==> src/rtl/pop_pkg.sv <==
// Package for the Pauli operator product block.
// Holds the field widths, the fixed-point constants, the quarter-turn codes and
// the stage payload structs. Depends on nothing.
package pop_pkg;

    // Field widths
    localparam int MASK_W         = 64;
    localparam int COEF_W         = 32;
    localparam int FRAC_BITS      = 24;
    localparam int PROD_W         = 2 * COEF_W;
    localparam int SUM_W          = PROD_W + 1;
    localparam int MAG_W          = PROD_W;
    localparam int RND_W          = MAG_W - FRAC_BITS + 1;
    localparam int TREE_LEVELS    = $clog2(MASK_W);
    localparam int QUBITS_DEFAULT = 64;

    // Rounding and clipping constants: the rounding half in product LSB units, the limits in output LSB units
    localparam logic [MAG_W:0]   ROUND_HALF = (MAG_W + 1)'(1) << (FRAC_BITS - 1);
    localparam logic [RND_W-1:0] POS_LIMIT  = (RND_W'(1) << (COEF_W - 1)) - RND_W'(1);
    localparam logic [RND_W-1:0] NEG_LIMIT  = RND_W'(1) << (COEF_W - 1);

    // Phase exponent k: extra factor i to the k
    typedef enum logic [1:0] {
        TURN_0 = 2'd0,
        TURN_1 = 2'd1,
        TURN_2 = 2'd2,
        TURN_3 = 2'd3
    } turn_t;

    // Registered operand request
    typedef struct packed {
        logic [MASK_W-1:0]        lf;
        logic [MASK_W-1:0]        lp;
        logic [MASK_W-1:0]        rf;
        logic [MASK_W-1:0]        rp;
        logic signed [COEF_W-1:0] lre;
        logic signed [COEF_W-1:0] lim;
        logic signed [COEF_W-1:0] rre;
        logic signed [COEF_W-1:0] rim;
    } op_t;

    // After the multiplier stage
    typedef struct packed {
        logic [MASK_W-1:0]        flip;
        logic [MASK_W-1:0]        phase;
        turn_t                    k;
        logic signed [PROD_W-1:0] rr;
        logic signed [PROD_W-1:0] ii;
        logic signed [PROD_W-1:0] ri;
        logic signed [PROD_W-1:0] ir;
    } mult_t;

    // After the complex sum
    typedef struct packed {
        logic [MASK_W-1:0]       flip;
        logic [MASK_W-1:0]       phase;
        turn_t                   k;
        logic signed [SUM_W-1:0] re;
        logic signed [SUM_W-1:0] im;
    } sum_t;

    // Sign and magnitude after the i^k rotation
    typedef struct packed {
        logic [MASK_W-1:0] flip;
        logic [MASK_W-1:0] phase;
        turn_t             k;
        logic              nre;
        logic [MAG_W-1:0]  mre;
        logic              nim;
        logic [MAG_W-1:0]  mim;
    } mag_t;

    // Final result
    typedef struct packed {
        logic [MASK_W-1:0]        flip;
        logic [MASK_W-1:0]        phase;
        logic signed [COEF_W-1:0] re;
        logic signed [COEF_W-1:0] im;
        turn_t                    k;
        logic                     sat;
    } res_t;

endpackage

==> src/rtl/pop_combine.sv <==
// Complex sum and sign-magnitude rotation stages of the coefficient path.
// Uses pop_pkg for the stage structs and quarter-turn codes.
module pop_combine
    import pop_pkg::*;
(
    input  logic  clk,
    input  logic  load_sum,
    input  logic  load_mag,
    input  mult_t mult,
    output mag_t  mag
);

    sum_t sum_reg;
    sum_t sum_next;
    mag_t mag_reg;
    mag_t mag_next;

    logic signed [SUM_W-1:0] neg_re;
    logic signed [SUM_W-1:0] neg_im;
    logic                    sre, sim;
    logic [MAG_W-1:0]        are, aim;

    // Form the exact real and imaginary parts
    always_comb
    begin
        sum_next.flip  = mult.flip;
        sum_next.phase = mult.phase;
        sum_next.k     = mult.k;
        sum_next.re    = SUM_W'(mult.rr) - SUM_W'(mult.ii);
        sum_next.im    = SUM_W'(mult.ri) + SUM_W'(mult.ir);
    end

    always_ff @(posedge clk)
    begin
        if (load_sum)
        begin
            sum_reg <= sum_next;
        end
    end

    // Take sign and magnitude, then rotate by i^k
    always_comb
    begin
        neg_re = -sum_reg.re;
        neg_im = -sum_reg.im;
        sre    = sum_reg.re[SUM_W-1];
        sim    = sum_reg.im[SUM_W-1];
        are    = sre ? neg_re[MAG_W-1:0] : sum_reg.re[MAG_W-1:0];
        aim    = sim ? neg_im[MAG_W-1:0] : sum_reg.im[MAG_W-1:0];

        mag_next.flip  = sum_reg.flip;
        mag_next.phase = sum_reg.phase;
        mag_next.k     = sum_reg.k;
        unique case (sum_reg.k)
            TURN_1:
            begin
                mag_next.nre = !sim;
                mag_next.mre = aim;
                mag_next.nim = sre;
                mag_next.mim = are;
            end
            TURN_2:
            begin
                mag_next.nre = !sre;
                mag_next.mre = are;
                mag_next.nim = !sim;
                mag_next.mim = aim;
            end
            TURN_3:
            begin
                mag_next.nre = sim;
                mag_next.mre = aim;
                mag_next.nim = !sre;
                mag_next.mim = are;
            end
            default:
            begin
                mag_next.nre = sre;
                mag_next.mre = are;
                mag_next.nim = sim;
                mag_next.mim = aim;
            end
        endcase
    end

    always_ff @(posedge clk)
    begin
        if (load_mag)
        begin
            mag_reg <= mag_next;
        end
    end

    assign mag = mag_reg;

endmodule

==> config.mk <==
export PLATFORM = sky130hd
export DESIGN_NAME = pop_combine
export DESIGN_NICKNAME = d
export VERILOG_FILES = /design/src/rtl/pop_pkg.sv /design/src/rtl/pop_combine.sv
export SDC_FILE = /design/constraint.sdc
export NUM_CORES = 1
export LEC_CHECK = 0
export ABC_AREA = 1
export BUFFER_PORTS_ARGS = -buffer_cell sky130_fd_sc_hd__buf_4
export CAP_MARGIN = 15
export CORE_MARGIN = 2
export CORE_UTILIZATION = 47
export DETAILED_ROUTE_END_ITERATION = 16
export PLACE_DENSITY = 0.69
export SLEW_MARGIN = 20
export SYNTH_ARGS = -nofsm -noshare
export SYNTH_HDL_FRONTEND = slang
export SYNTH_SLANG_ARGS = --single-unit
export TNS_END_PERCENT = 50
==> constraint.sdc <==
create_clock -name clk -period 4.78 [get_ports clk]
set_clock_uncertainty 0.2 [all_clocks]
set_input_delay 0.956 -clock clk [delete_from_list [all_inputs] [get_ports clk]]
set_output_delay 0.956 -clock clk [all_outputs]
set_load 0.01 [all_outputs]
==> results.py <==
metrics = {
    "outcome": {
        "status": "finished clean",
    },
    "route": {
        "wl_met1_um": 53000,
        "post-route-drc-count": 0,
        "vias": 32000,
        "top_layer_used": "met5",
        "postRouteAntennaNets": 0,
        "first_iter_violations": 3235,
        "post_drt_wl_per_cell_um": 19.7,
        "first_pass_iters": 6,
        "vias_per_cell": 5.06,
        "met2_length_um": 56700,
        "drt-total-wl_um": 124000,
        "wl_met3_um": 10800,
    },
    "grt": {
        "overflow": 0,
        "grt_pass1_wl_um": 182000,
        "grt_usage_pct": 32.6,
        "grt_max_degree": 136,
        "grt_pass1_vias": 29300,
        "antenna_found_initial": 4,
    },
    "hold_path": {
        "hold_class": "reg2reg",
        "hold_path_startpoint": "mag_next[167]",
    },
    "critical_path": {
        "endpoint_kind": "register",
        "startpoint": "mult[128]",
        "cp_cell_sequence": "buf_4 -> ha_1 -> fa_1 -> nor2_1 -> nand2_1 -> nand3_1 -> nand2_1 -> nand2_1 -> nand2_1 -> nand2_1 -> nand2_1 -> nand3_1 -> nand2_1",
        "crit_required_ns": 4.91,
        "rr_startpoint": "sum_reg[0]",
        "critical_path_peak_fanout": 3,
        "critical_path_class": "in2reg",
        "cp-start-kind": "input pin",
        "slowest_stage": "fa_1",
        "crit_path_frequent_cell": "nand2_1",
        "max_stage_delay_ns": 0.43,
        "arrival_ns": 2.96,
    },
    "die": {
        "die_area_um2": 74700,
        "start_util_pct": 47.6,
        "row_count": 98,
        "core_um2": 71600,
        "die_h_um": 273,
        "die_w_um": 273,
        "ios": 649,
    },
    "synth": {
        "synthSimpleGateAreaFrac_pct": 33.5,
        "synth_compound_area_share_pct": 2.68,
        "synth_cells": 4650,
        "seq_area_frac_synth_pct": 45.8,
        "yosysWarnings": 0,
        "synth_top_area_share_pct": 45.8,
        "synth_top_family_by_area": "simple AND/OR/NAND/NOR gates",
        "ys_seq_elements": 520,
        "yosys.area_share.adder_pct": 4.89,
        "synth_cell_type_count": 38,
        "synth_nets": 5171,
        "yosys-top-cells-area": "edfxtp_1 (46%), nand2_1 (21%), inv_1 (9.2%), nor2_1 (5.4%), ha_1 (4.8%)",
        "synth_top_cell_by_area": "edfxtp_1",
        "synth_area_um2": 34100,
        "ys.flop_type": "edfxtp_1",
        "synth_edf_count": 520,
        "synthXorXnorAreaFrac_pct": 3.21,
        "syn_avg_cell_area_um2": 7.33,
        "muxShareOfSynthArea_pct": 0,
        "synth_async_sr_flop_share_pct": 0,
    },
    "clocking": {
        "cts_setup_buffers": 0,
        "clk_latency_ns": 0.64,
        "cts_tree": "yes",
        "root_buffer": "clkbuf_16",
        "path_clk_slew_ns": 0.06,
        "cts_hold_buf": 0,
        "htree_levels": 2,
        "clk_path_buf_depth": 3,
        "cts_sinks": 520,
        "cts_resized": 0,
        "cts_made_buffers": 54,
    },
    "sta": {
        "fmax_mhz": 352,
        "setup_viol": 0,
        "finalCritPeriodShare_pct": 59.4,
        "fin_setup_tns_ns": 0,
        "finalHoldViolCount": 0,
        "worst_pin_slew_ns": 0.956,
        "final_max_slew_viol_count": 0,
        "relSlewSlack_pct": 36.3,
        "layout_min_cycle_time_ns": 2.84,
        "grt_setup_unrepaired": "no",
    },
    "placed_design": {
        "portBuffers": 648,
        "gp_congestion": 0.989,
        "dpl-instance-area_um2": 40100,
        "dp_hpwl_um": 104000,
        "dp.cells": 6218,
    },
    "run": {
        "drv_cap": 0,
    },
    "final_layout": {
        "stdcell_count": 6320,
        "post-route-util_pct": 58.5,
        "fin_nets": 5845,
        "seqCellArea_um2": 15600,
        "nFillCells": 6808,
        "area_growth_pct": 22.9,
        "finalInstanceArea_um2": 41900,
        "drive_above_1_share_pct": 15.6,
        "multi_input_area_um2": 15100,
        "largest_register_ffs": 260,
    },
    "power": {
        "power.switching_mw": 4.78,
        "swShare_pct": 33.6,
        "seq_power_share_pct": 43.7,
        "pwr-share-comb_pct": 26.6,
        "p_per_area_nw_per_um2": 340,
        "peakVddDrop_mv": 0.315,
        "clock_power_share_pct": 29.7,
        "finalPower_mw": 14.2,
        "leakagePower_nw": 21.3,
        "cellInternalPower_mw": 9.44,
    },
}
## per-layer routing
| layer | GRT usage, % | vias up |
|---|---|---|
| met5 | 0 | - |
| met4 | 9.62 | 2 |
| met3 | 4.52 | 161 |
| met2 | 52.8 | 1368 |
| met1 | 45.6 | 14600 |
| li1 | - | 15800 |
## worst max-delay path: cells and delay by family
| family | cells | cell delay [ns] |
|---|---|---|
| fa+ha+maj | 2 | 0.67 |
| buf+inv | 1 | 0.11 |
| simple gates | 10 | 1.22 |
## kinds of logic (layout without fill, tap and decap cells)
| logic type | count (synthesis) | in the layout |
|---|---|---|
| buffers and inverters | 882 | 1600 |
| and+or+nand+nor | 2816 | 2816 |
| AOI/OAI and AO/OA | 175 | 175 |
| other | 0 | 2 |
| xor gates and xnor gates | 125 | 125 |
| DFF | 520 | 520 |
| adders and majority gates | 132 | 132 |
## per-stage QoR
stage / hold WS (ns) / setup WS, ns
2_1_floorplan: 0.200 / 1.93
3_3_place_gp: 0.200 / 1.45
3_5_place_dp: 0.205 / 1.43
4_1_cts: 0.215 / 2.02
5_1_grt: 0.220 / 1.84
6_report: 0.208 / 1.94
## cells in the mapped netlist, types with 2 or more instances
library cell	n
o211ai_1	3
nor4_1	4
nor2_1	491
ha_1	130
o21ai_2	3
fa_1	2
xor2_1	99
nand3_1	267
or2_2	10
nor2_4	8
inv_2	2
inv_1	833
nand2_1	1881
o21ai_1	6
nor3_2	4
buf_6	2
nand3b_1	18
nor2_2	29
nor3_1	30
xnor2_1	26
o21ai_0	66
buf_1	8
edfxtp_1	520
a21o_1	4
nand2_2	32
nand4_1	31
clkbuf_1	7
o21bai_1	2
buf_2	26
buf_4	3
a21oi_1	90
nand3_2	7
## final timing paths
| check | endpoint | slack (ns) | cells after the start |
|---|---|---|---|
| worst max register to register | mag[30] | 2.02 | 9 |
| worst min-delay path | mag[167] | 0.21 | 0 |
| worst max-delay path | sum_reg[111] | 1.94 | 13 |
| worst min register to register | mag[167] | 0.21 | 0 |
## placed cells by master (no fill, tap or decap), types with 7 or more instances in the layout
| cell | synthesis | final |
|---|---|---|
| clkbuf_16 | 0 | 54 |
| or2_2 | 10 | 10 |
| a21oi_1 | 90 | 90 |
| nand3b_1 | 18 | 18 |
| nand3_1 | 267 | 267 |
| nor3_1 | 30 | 30 |
| nand2_1 | 1881 | 1881 |
| nand4_1 | 31 | 31 |
| clkinv_2 | 0 | 9 |
| nor2_2 | 29 | 29 |
| nand2_2 | 32 | 32 |
| clkinv_1 | 1 | 10 |
| nor2_1 | 491 | 491 |
| xor2_1 | 99 | 99 |
| xnor2_1 | 26 | 26 |
| o21ai_0 | 66 | 66 |
| edfxtp_1 | 520 | 520 |
| nor2_4 | 8 | 8 |
| clkbuf_1 | 7 | 11 |
| nand3_2 | 7 | 7 |
| inv_1 | 833 | 833 |
| buf_4 | 3 | 657 |
| ha_1 | 130 | 130 |
## power groups by stage
| stage | sequential, mW | combinational [mW] | clock, mW |
|---|---|---|---|
| detailed placement | 6.28 | 3.73 | 0 |
| CTS | 6.19 | 3.75 | 4.29 |
| global route | 6.24 | 4.15 | 4.46 |
| global placement | 6.27 | 3.72 | 0 |
| floorplan | 6.15 | 1.95 | 0 |
| finish | 6.21 | 3.79 | 4.23 |
## cell type report
type	instances	area share, %
sequential	520	37.3
tap	950	2.84
inverter	836	7.49
antenna	2	0.0119
clock buffer	65	3.32
clock inverter	35	0.956
timing repair buffer	664	12.1
multi-input combinational	3248	36.0
Power figures use the tool's default switching activity.
