[config.mk]
export PLATFORM = sky130hd
export DESIGN_NAME = pop_round
export DESIGN_NICKNAME = d
export VERILOG_FILES = /design/src/rtl/pop_pkg.sv /design/src/rtl/pop_round.sv
export SDC_FILE = /design/constraint.sdc
export NUM_CORES = 1
export LEC_CHECK = 0
export BUFFER_PORTS_ARGS = -buffer_cell sky130_fd_sc_hd__buf_2
export CORE_AREA = 2 2 177 179
export DETAILED_ROUTE_END_ITERATION = 10
export DIE_AREA = 0 0 179 181
export PLACE_DENSITY = 0.67
export SYNTH_ARGS = -nofsm -noshare
export SYNTH_HDL_FRONTEND = slang
export SYNTH_SLANG_ARGS = --single-unit
[constraint.sdc]
create_clock -name clk -period 4.5 [get_ports clk]
set_input_delay 0.45 -clock clk [delete_from_list [all_inputs] [get_ports clk]]
set_output_delay 0.45 -clock clk [all_outputs]
set_load 0.005 [all_outputs]
[src/rtl/pop_pkg.sv]
// Package for the Pauli operator product block.
// Holds the field widths, the fixed-point constants, the quarter-turn codes and
// the stage payload structs. Depends on nothing.
package pop_pkg;

    // Field widths
    localparam int MASK_W         = 64;
    localparam int COEF_W         = 32;
    localparam int FRAC_BITS      = 24;
    localparam int PROD_W         = 2 * COEF_W;
    localparam int SUM_W          = PROD_W + 1;
    localparam int MAG_W          = PROD_W;
    localparam int RND_W          = MAG_W - FRAC_BITS + 1;
    localparam int TREE_LEVELS    = $clog2(MASK_W);
    localparam int QUBITS_DEFAULT = 64;

    // Rounding and clipping constants: the rounding half in product LSB units, the limits in output LSB units
    localparam logic [MAG_W:0]   ROUND_HALF = (MAG_W + 1)'(1) << (FRAC_BITS - 1);
    localparam logic [RND_W-1:0] POS_LIMIT  = (RND_W'(1) << (COEF_W - 1)) - RND_W'(1);
    localparam logic [RND_W-1:0] NEG_LIMIT  = RND_W'(1) << (COEF_W - 1);

    // Phase exponent k: extra factor i to the k
    typedef enum logic [1:0] {
        TURN_0 = 2'd0,
        TURN_1 = 2'd1,
        TURN_2 = 2'd2,
        TURN_3 = 2'd3
    } turn_t;

    // Registered operand request
    typedef struct packed {
        logic [MASK_W-1:0]        lf;
        logic [MASK_W-1:0]        lp;
        logic [MASK_W-1:0]        rf;
        logic [MASK_W-1:0]        rp;
        logic signed [COEF_W-1:0] lre;
        logic signed [COEF_W-1:0] lim;
        logic signed [COEF_W-1:0] rre;
        logic signed [COEF_W-1:0] rim;
    } op_t;

    // After the multiplier stage
    typedef struct packed {
        logic [MASK_W-1:0]        flip;
        logic [MASK_W-1:0]        phase;
        turn_t                    k;
        logic signed [PROD_W-1:0] rr;
        logic signed [PROD_W-1:0] ii;
        logic signed [PROD_W-1:0] ri;
        logic signed [PROD_W-1:0] ir;
    } mult_t;

    // After the complex sum
    typedef struct packed {
        logic [MASK_W-1:0]       flip;
        logic [MASK_W-1:0]       phase;
        turn_t                   k;
        logic signed [SUM_W-1:0] re;
        logic signed [SUM_W-1:0] im;
    } sum_t;

    // Sign and magnitude after the i^k rotation
    typedef struct packed {
        logic [MASK_W-1:0] flip;
        logic [MASK_W-1:0] phase;
        turn_t             k;
        logic              nre;
        logic [MAG_W-1:0]  mre;
        logic              nim;
        logic [MAG_W-1:0]  mim;
    } mag_t;

    // Final result
    typedef struct packed {
        logic [MASK_W-1:0]        flip;
        logic [MASK_W-1:0]        phase;
        logic signed [COEF_W-1:0] re;
        logic signed [COEF_W-1:0] im;
        turn_t                    k;
        logic                     sat;
    } res_t;

endpackage

[src/rtl/pop_round.sv]
// Output stage: round to 24 fraction bits, clip to 32 bits, flag clipping.
// Uses pop_pkg for the magnitude and result structs and rounding constants.
module pop_round
    import pop_pkg::*;
(
    input  logic clk,
    input  logic load,
    input  mag_t mag,
    output res_t res
);

    res_t             res_reg;
    res_t             res_next;
    logic [COEF_W:0]  re_pack;
    logic [COEF_W:0]  im_pack;

    // Round half away from zero on the magnitude, clip, restore sign; MSB is the clip flag
    function automatic logic [COEF_W:0] round_sat(input logic             neg,
                                                  input logic [MAG_W-1:0] m);
        logic [MAG_W:0]   biased;
        logic [RND_W-1:0] q;
        logic [RND_W-1:0] clipped;
        logic [RND_W-1:0] negated;
        logic             sat;
        biased = {1'b0, m} + ROUND_HALF;
        q      = biased[MAG_W:FRAC_BITS];
        if (neg)
        begin
            sat     = (q > NEG_LIMIT);
            clipped = sat ? NEG_LIMIT : q;
        end
        else
        begin
            sat     = (q > POS_LIMIT);
            clipped = sat ? POS_LIMIT : q;
        end
        negated = -clipped;
        return {sat, neg ? negated[COEF_W-1:0] : clipped[COEF_W-1:0]};
    endfunction

    always_comb
    begin
        re_pack        = round_sat(mag.nre, mag.mre);
        im_pack        = round_sat(mag.nim, mag.mim);
        res_next.flip  = mag.flip;
        res_next.phase = mag.phase;
        res_next.re    = $signed(re_pack[COEF_W-1:0]);
        res_next.im    = $signed(im_pack[COEF_W-1:0]);
        res_next.k     = mag.k;
        res_next.sat   = re_pack[COEF_W] | im_pack[COEF_W];
    end

    // Hold the result until the consumer takes it
    always_ff @(posedge clk)
    begin
        if (load)
        begin
            res_reg <= res_next;
        end
    end

    assign res = res_reg;

endmodule

==> results.json, run 1 <==
{
  "hold_viol": 0,
  "synth_cell_types": 91,
  "synth_warnings": 0,
  "die-area_um2": 32400,
  "fillerInstances": 2845,
  "ctsResizeCount": 0,
  "synth-edff-count": 195,
  "cp-end-kind": "flip-flop",
  "synthArstFlopShare": 0,
  "dieWidth_um": 179,
  "drt_pass1_iterations": 5,
  "final_common_cell": "buf_2",
  "synth_nets": 1346,
  "holdWs_ns": 0.175,
  "finalMaxSlewViolations": 0,
  "final_area_um2": 14800,
  "gp_congestion": 0.956,
  "wl_per_cell_um": 20.3,
  "nets": 1787,
  "min_path_type": "in2reg",
  "synth.avg_cell_area_um2": 10.5,
  "hold_start": "mag[202]",
  "hpwl_mm": 30.9,
  "drc": 0,
  "clk_pin_slew_ns": 0.09,
  "htreeDepth": 4,
  "ys_seq_area_frac": 0.517,
  "p_per_area_nw_per_um2": 300,
  "vdd_drop_max_mv": 0.287,
  "grt_setup_unrepaired": "false",
  "clock_path_buffers": 2,
  "area_growth_pct": 30.9,
  "synth_area_leaders": "edfxtp_1, xnor2_1, nand2_1",
  "fin_crit_sh": 0.917,
  "io_pins": 457,
  "coreArea_um2": 30300,
  "ys_seq_elements": 195,
  "vias": 10742,
  "fp-row-count": 64,
  "min_period_ns": 4.13,
  "start_kind": "input port",
  "final_core_util": 0.488,
  "ant_nets": 0,
  "layout_common_cells": "buf_2, edfxtp_1, nand2_1",
  "synth_flop_cell": "edfxtp_1",
  "grt_max_degree": 86,
  "seq_area_um2": 5860,
  "initial_utilization": 0.373,
  "largest_reg_flops": 195,
  "max_cap_violations": 0,
  "portBuffers": 410,
  "post_dp_cell_area_um2": 14200,
  "hold_path_depth": 1,
  "synth_top_cell_by_area": "edfxtp_1",
  "drive_gt1_frac": 0.372,
  "die_h_um": 181,
  "antenna_found_initial": 3,
  "fmax_mhz": 242,
  "synth_top_area_share": 0.517,
  "cts_tree": "built",
  "worstMarginPinSlew_ns": 0.791,
  "required_ns": 4.67,
  "slew_headroom": 0.472,
  "grt_pass1_vias": 10102,
  "cts_buffers": 17,
  "min_to": "res[137]$_DFFE_PP_",
  "grt_use_total": 0.235,
  "synthCells": 1080,
  "drt-initial-drc-count": 997,
  "routed_wl_mm": 39.1,
  "cts.sinks": 195,
  "arrival_ns": 4.30,
  "critical_path_class": "in2reg",
  "overflow": 0,
  "leakagePower_nw": 5.80,
  "cts_setup_buffers": 0,
  "multi_input_area_um2": 5110,
  "cts_root_buf": "clkbuf_16",
  "avgViaCountPerCell": 5.56,
  "syn-cell-area_um2": 11300,
  "grt_pass1_wl_mm": 58.4,
  "status": "finished, final reports clean",
  "setup_viol": 0,
  "cts_hold_buffers": 0,
  "path_max_fanout": 7
}
-- report_power, final --
group | internal, mW | switching (mW)
registers | 2.16 | 0.0460
logic | 0.282 | 0.399
clock network | 0.760 | 0.794
total | 3.20 | 1.24
-- cells in the mapped netlist (12+ instances only) --
| library cell | n |
|---|---|
| edfxtp_1 | 195 |
| nand2_1 | 100 |
| nor2_1 | 71 |
| nand3_1 | 67 |
| xnor2_1 | 52 |
| a21oi_1 | 47 |
| o21ai_0 | 44 |
| clkbuf_1 | 41 |
| nor3_1 | 40 |
| nand4_1 | 39 |
| and3_1 | 30 |
| xor2_1 | 24 |
| buf_2 | 22 |
| nor4_1 | 20 |
| a31oi_1 | 19 |
| a21o_1 | 17 |
| mux2i_1 | 14 |
| or3_1 | 14 |
| inv_1 | 13 |
| and2_1 | 12 |
-- final cells by class --
| type | instances | area share |
|---|---|---|
| Sequential cell | 195 | 0.395 |
| Multi-Input combinational cell | 801 | 0.345 |
| Timing Repair Buffer | 492 | 0.181 |
| Tap cell | 396 | 0.0334 |
| Clock buffer | 18 | 0.0290 |
| Clock inverter | 14 | 0.0125 |
| Inverter | 14 | 0.00355 |
| Antenna cell | 2 | 0.000338 |
-- worst max-delay path by stage --
stage	from	end	slack (ns)
final	mag[101]	res[65]$_DFFE_PP_	0.37
after global routing	mag[88]	res[37]$_DFFE_PP_	0.13
after CTS	mag[101]	res[65]$_DFFE_PP_	0.41
after detailed placement	mag[101]	res[65]$_DFFE_PP_	-0.05
after global placement	mag[101]	res[65]$_DFFE_PP_	-0.002
after floorplan	mag[88]	res[65]$_DFFE_PP_	-0.01
-- stage by stage --
stage / power, mW / instances / worst slack [ns] / setup TNS [ns]
finish: 4.44 / 1932 / 0.371 / 0
global route: 4.63 / 1931 / 0.133 / 0
CTS: 4.49 / 1930 / 0.412 / 0
detailed placement: 2.93 / 1898 / -0.0480 / -0.0995
global placement: 2.92 / 1898 / -0.00190 / -0.00277
floorplan: 2.50 / 1080 / -0.00999 / -0.00999
-- logic make-up after synthesis --
logic type,share of synthesized area
buffers and inverters,0.0329
xor gates and xnor gates,0.0588
and+or+nand+nor,0.226
AOI/OAI and AO/OA,0.144
muxes,0.0173
adders and majority gates,0.00442
DFF,0.517
-- worst max-delay path, stage by stage --
cell and delay (ns):
buf_2 0.12, nand3_2 0.08, or4_1 0.72, nor3_2 0.30
a41oi_1 0.17, or4_4 0.52, nor4_4 0.45, nor2_4 0.07
nand2_1 0.19, o21ai_0 0.16, ha_1 0.25, inv_2 0.09
nor2_1 0.08, and2_4 0.20, a2111oi_2 0.35, a211oi_1 0.09
-- routing by layer --
metal  global-route usage  wire length [µm]  up-vias
met2                0.406             19200      487
met1                0.289             15500     5136
met5                    0                13        -
met3               0.0497              3250       57
met4               0.0774              1120        2
li1                     -                 -     5060
Power figures use the tool's default switching activity.
==> run 2: changes to the inputs <==
--- a/config.mk
+++ b/config.mk
@@ -5,11 +5,12 @@
 export SDC_FILE = /design/constraint.sdc
 export NUM_CORES = 1
 export LEC_CHECK = 0
+export ABC_AREA = 1
 export BUFFER_PORTS_ARGS = -buffer_cell sky130_fd_sc_hd__buf_2
-export CORE_AREA = 2 2 177 179
+export CORE_AREA = 2 2 176 178
 export DETAILED_ROUTE_END_ITERATION = 10
-export DIE_AREA = 0 0 179 181
-export PLACE_DENSITY = 0.67
+export DIE_AREA = 0 0 178 180
+export PLACE_DENSITY = 0.7
 export SYNTH_ARGS = -nofsm -noshare
 export SYNTH_HDL_FRONTEND = slang
 export SYNTH_SLANG_ARGS = --single-unit
==> constraint.sdc (replaced) <==
create_clock -name clk -period 3.7 [get_ports clk]
set_input_delay 0.37 -clock clk [delete_from_list [all_inputs] [get_ports clk]]
set_output_delay 0.37 -clock clk [all_outputs]
set_load 0.005 [all_outputs]
==> run 2 against run 1 <==
Net effect: first-iteration DRC count is 5.2% lower; area after synthesis up 7.4%; wire length increased by 7.7%; synthesized cell count is 51% higher; flip-flop and latch count did not move; clock power grew 12%; highest routed layer unchanged.
==> results.json, run 2 <==
{
  "status": "finished, final reports clean",
  "cts.sinks": 195,
  "cts_tree": "built",
  "cts_root_buf": "clkbuf_16",
  "grt_setup_unrepaired": "false",
  "path_max_fanout": 5,
  "die-area_um2": 32000,
  "cts_hold_buffers": 0,
  "p_switching_mw": 1.52,
  "p_per_area_nw_per_um2": 354,
  "leakagePower_nw": 7.36,
  "arrival_ns": 3.34,
  "routed_wl_mm": 42.2,
  "synth.most_common_cell": "nand2_1",
  "drt-initial-drc-count": 945,
  "cp-end-kind": "flip-flop",
  "synth_cell_types": 31,
  "clk_pin_slew_ns": 0.08,
  "coreArea_um2": 30200,
  "syn-cell-area_um2": 12200,
  "ant_nets": 0,
  "synth_commonest_cells": "nand2_1, nor2_1, edfxtp_1",
  "layout_common_cells": "nand2_1, buf_2, nor2_1",
  "synth_nets": 1892,
  "setup_tns_ns": 0,
  "slew_headroom": 0.486,
  "p_int_mw": 3.90,
  "grt_pass1_vias": 10735,
  "portBuffers": 410,
  "finalMaxSlewViolations": 0,
  "dieWidth_um": 178,
  "grt_pass1_wl_mm": 62.0,
  "synth_area_leaders": "edfxtp_1, nand2_1, nor2_1",
  "drive_gt1_frac": 0.260,
  "synth_warnings": 0,
  "ys_seq_area_frac": 0.481,
  "drc": 0,
  "path_cells": "buf_2 -> ha_1 -> nand3_1 -> nor2_1 -> nand3_1 -> nor2_1 -> nand2_1 -> nand2_1 -> nand2_1 -> nor2_2 -> nand3_2 -> nor2_4 -> nor2_2 -> a21oi_1 -> ha_1 -> nand2_1 -> nor2_2 -> nand2_1 -> nor2_2 -> nand3_1 -> nand3_1 -> nand2_1",
  "start_kind": "input port",
  "instances_no_fill": 2459,
  "clock_path_buffers": 2,
  "wl_per_cell_um": 17.1,
  "ys_seq_elements": 195,
  "cts_buffers": 17,
  "htreeDepth": 4,
  "antenna_found_initial": 11,
  "synth_top_area_share": 0.481,
  "largest_reg_flops": 195,
  "synth_flop_cell": "edfxtp_1",
  "setup_viol": 0,
  "fmax_mhz": 318,
  "synth.avg_cell_area_um2": 7.48,
  "vdd_drop_max_mv": 0.295,
  "synth_top_cell_by_area": "edfxtp_1",
  "vias": 11988,
  "cp_slowest_stage_delay_ns": 0.27,
  "synth-edff-count": 195,
  "min_path_type": "in2reg",
  "synthArstFlopShare": 0,
  "netSwitchingFraction": 0.280,
  "grt_use_total": 0.255,
  "required_ns": 3.90,
  "ctsResizeCount": 0,
  "hold_viol": 0,
  "area_growth_pct": 25.7,
  "max_cap_violations": 0,
  "grt_max_degree": 87,
  "io_pins": 457,
  "gp_congestion": 0.913,
  "synthCells": 1626,
  "final_common_cell": "nand2_1",
  "critical_path_class": "in2reg",
  "hpwl_mm": 35.2,
  "initial_utilization": 0.403,
  "drt_pass1_iterations": 5,
  "dp_cells": 2425,
  "cpMostUsedCell": "nand2_1",
  "min_period_ns": 3.15,
  "fp-row-count": 64,
  "cts_setup_buffers": 0,
  "worstMarginPinSlew_ns": 0.771,
  "die_h_um": 180,
  "pwr-share-seq": 0.500,
  "fin_crit_sh": 0.850,
  "pwr-share-clk": 0.320,
  "avgViaCountPerCell": 4.88,
  "nets": 2314,
  "overflow": 0,
  "p_comb_frac": 0.180,
  "slowest_stage": "nor2_2",
  "fillerInstances": 3037
}
## run 2: changes by cell type in the layout (fill, tap and decap cells not counted), moves of 30 or more
cell     delta
a21oi_1    -42
buf_4      -64
o21ai_0    -37
nand3_1    +82
nand2_1   +541
nor3_1     -38
nor2_1    +177
and3_1     -30
inv_1     +182
xnor2_1    -34
## run 2: cell families (layout without fill, tap and decap cells)
kind of cell	after synthesis	after routing	share of synthesized area
other	0	2	0
XOR/XNOR	28	28	0.0202
AO/OA/AOI/OAI	29	29	0.0132
buffers and inverters	226	661	0.0772
AND/OR/NAND/NOR	1144	1144	0.404
adder cells (fa/ha/maj)	4	4	0.00411
flip-flops	195	195	0.481
## run 2: metal layers
metal / vias up / share of wire / GRT usage / wire length [µm]
met2: 455 / 0.49 / 0.440 / 20800
met4: 10 / 0.023 / 0.0770 / 981
met5: - / 0.0016 / 0 / 67
li1: 6010 / - / - / -
met3: 64 / 0.073 / 0.0489 / 3060
met1: 5449 / 0.41 / 0.322 / 17300
## run 2: cell type report
| cell class | count | area (µm²) | share of cell area |
|---|---|---|---|
| flip-flops and latches | 195 | 5860 | 0.383 |
| multi-input cells | 1205 | 5370 | 0.351 |
| repair buffers | 431 | 2270 | 0.148 |
| well taps | 396 | 495 | 0.0324 |
| clock buffers | 17 | 425 | 0.0278 |
| clock inverters | 15 | 120 | 0.00785 |
| inverters | 198 | 753 | 0.0492 |
| diodes | 2 | 5.00 | 0.000327 |
## run 2: power groups by stage
stage | logic, mW | registers [mW] | clock network (mW)
after floorplan | 0.398 | 2.78 | 0
after global placement | 0.961 | 2.75 | 0
after detailed placement | 0.974 | 2.76 | 0
after CTS | 0.977 | 2.71 | 1.78
after global routing | 1.07 | 2.73 | 1.86
final | 0.974 | 2.71 | 1.73
## run 2: per-stage QoR
step	total power [mW]	util	hold slack, ns	setup WS [ns]	cell area, µm²
2_1_floorplan	3.18	-	0.469	0.299	12200
3_3_place_gp	3.72	0.488	0.547	0.193	14700
3_5_place_dp	3.73	0.488	0.548	0.0945	14700
4_1_cts	5.46	0.506	0.0829	0.575	15300
5_1_grt	5.65	0.507	0.0815	0.263	15300
6_report	5.41	0.507	0.109	0.555	15300
## run 2: path summary, 6_finish.rpt
check | from | endpoint | slack, ns | depth (start not counted)
min | mag[184] | res[119]$_DFFE_PP_ | 0.11 | 1
max | mag[23] | res[29]$_DFFE_PP_ | 0.55 | 22
## run 2: critical path: cells and delay by family
family | cells | cell delay, ns
AO/OA/AOI/OAI | 1 | 0.20
AND/OR/NAND/NOR | 18 | 2.27
buffers and inverters | 1 | 0.10
adder cells (fa/ha/maj) | 2 | 0.39
==> run 3: changes to the inputs <==
--- a/config.mk
+++ b/config.mk
@@ -7,10 +7,12 @@
 export LEC_CHECK = 0
 export ABC_AREA = 1
 export BUFFER_PORTS_ARGS = -buffer_cell sky130_fd_sc_hd__buf_2
-export CORE_AREA = 2 2 176 178
+export CELL_PAD_IN_SITES_DETAIL_PLACEMENT = 1
+export CELL_PAD_IN_SITES_GLOBAL_PLACEMENT = 1
+export CORE_UTILIZATION = 32
 export DETAILED_ROUTE_END_ITERATION = 10
-export DIE_AREA = 0 0 178 180
-export PLACE_DENSITY = 0.7
+export PLACE_DENSITY_LB_ADDON = 0.1
+export SKIP_LAST_GASP = 1
 export SYNTH_ARGS = -nofsm -noshare
 export SYNTH_HDL_FRONTEND = slang
 export SYNTH_SLANG_ARGS = --single-unit
==> run 3 against run 2 <==
Net effect: hold slack got worse by 0.022 ns; highest routed layer unchanged; wire length rose by 9.5%; critical path type unchanged; first-iteration DRC count fell by 44%; largest cell class unchanged.
==> results.json, run 3 (synthesized netlist as in run 2, its figures left out) <==
{
  "status": "finished, final reports clean",
  "antenna_found_initial": 7,
  "gp_congestion": 0.871,
  "layout_common_cells": "nand2_1, buf_2, nor2_1",
  "final_common_cell": "nand2_1",
  "hold_viol": 0,
  "required_ns": 3.90,
  "grt_pass1_vias": 11891,
  "nets": 2318,
  "dieWidth_um": 197,
  "min_period_ns": 3.18,
  "largest_reg_flops": 195,
  "routed_wl_mm": 46.2,
  "vias": 11937,
  "drive_gt1_frac": 0.262,
  "path_max_fanout": 9,
  "vdd_drop_max_mv": 0.339,
  "cts_root_buf": "clkbuf_16",
  "fmax_mhz": 314,
  "cts.sinks": 195,
  "coreArea_um2": 37600,
  "fin_crit_sh": 0.860,
  "htreeDepth": 4,
  "fp-row-count": 71,
  "die-area_um2": 38800,
  "setup_viol": 0,
  "initial_utilization": 0.324,
  "ctsResizeCount": 0,
  "worstMarginPinSlew_ns": 0.563,
  "io_pins": 457,
  "cts_tree": "built",
  "leakagePower_nw": 7.41,
  "cts_hold_buffers": 0,
  "cts_buffers": 17,
  "cts_setup_buffers": 0,
  "grt_use_total": 0.239,
  "clock_path_buffers": 2,
  "wl_per_cell_um": 17.9,
  "setup_tns_ns": 0,
  "arrival_ns": 3.38,
  "critical_path_class": "in2reg",
  "clk_pin_slew_ns": 0.08,
  "grt_pass1_wl_mm": 69.9,
  "max_cap_violations": 0,
  "p_per_area_nw_per_um2": 362,
  "die_h_um": 197,
  "area_growth_pct": 27.8,
  "cp-end-kind": "flip-flop",
  "grt_setup_unrepaired": "false",
  "overflow": 0,
  "slew_headroom": 0.625,
  "finalMaxSlewViolations": 0,
  "hpwl_mm": 39.0,
  "drt-initial-drc-count": 526,
  "min_path_type": "in2reg",
  "ant_nets": 0,
  "avgViaCountPerCell": 4.63,
  "drt_pass1_iterations": 4,
  "finalPower_mw": 5.63,
  "grt_max_degree": 98,
  "drc": 0,
  "start_kind": "input port",
  "portBuffers": 410
}
-- run 3: cell count changes in the layout (fill, tap and decap cells not counted) --
cell,before,now
buf_4,17,21
clkinv_8,1,5
clkinv_1,3,0
inv_12,0,3
clkinv_2,2,0
clkinvlp_4,1,0
inv_6,5,4
-- run 3: path summary, 6_finish.rpt --
kind	start	slack, ns	endpoint	cells after the start
setup / recovery	mag[23]	0.52	res[23]$_DFFE_PP_	22
hold / removal	mag[131]	0.09	res[2]$_DFFE_PP_	1
-- run 3: worst max-delay path, stage by stage --
cell     delay, ns
buf_2         0.10
ha_1          0.21
nand2_2       0.09
nor2_4        0.18
nand2_2       0.11
nor2_4        0.25
nand3_1       0.12
nand2_1       0.07
nand2_1       0.06
nor2_2        0.15
nand3_2       0.11
nor2_4        0.15
nor2_2        0.09
a21oi_1       0.21
ha_1          0.21
nand2_1       0.07
nor2_2        0.10
nand2_1       0.09
nor2_2        0.27
nand3_1       0.18
nand3_1       0.12
nand2_1       0.07
-- run 3: through the flow --
| stage | hold WS (ns) | util | setup slack [ns] | cell area [µm²] | std cells |
|---|---|---|---|---|---|
| floorplan | 0.469 | - | 0.299 | 12200 | 1626 |
| global placement | 0.547 | 0.397 | 0.148 | 14900 | 2544 |
| detailed placement | 0.548 | 0.397 | 0.0823 | 14900 | 2544 |
| CTS | 0.0583 | 0.414 | 0.553 | 15500 | 2576 |
| global route | 0.0620 | 0.414 | 0.136 | 15500 | 2576 |
| finish | 0.0864 | 0.414 | 0.517 | 15500 | 2578 |
-- run 3: area by class of cell --
class	instances	area [µm²]
Clock buffer	17	425
Clock inverter	15	196
Multi-Input combinational cell	1205	5370
Timing Repair Buffer	435	2300
Inverter	198	753
Tap cell	511	639
Antenna cell	2	5.00
Fill cell	4841	22000
Sequential cell	195	5860
-- run 3: report_power, final --
group | leakage (nW) | switching [mW] | internal, mW
combinational | 5.20 | 0.641 | 0.367
sequential | 1.91 | 0.0468 | 2.65
clock | 0.300 | 0.986 | 0.934
total | 7.41 | 1.67 | 3.95
-- run 3: routing by layer --
metal,wire [µm],global-route usage,vias up
li1,-,-,6000
met1,20900,0.309,5602
met2,22400,0.413,296
met3,2230,0.0407,33
met4,624,0.0563,6
met5,46,0,-
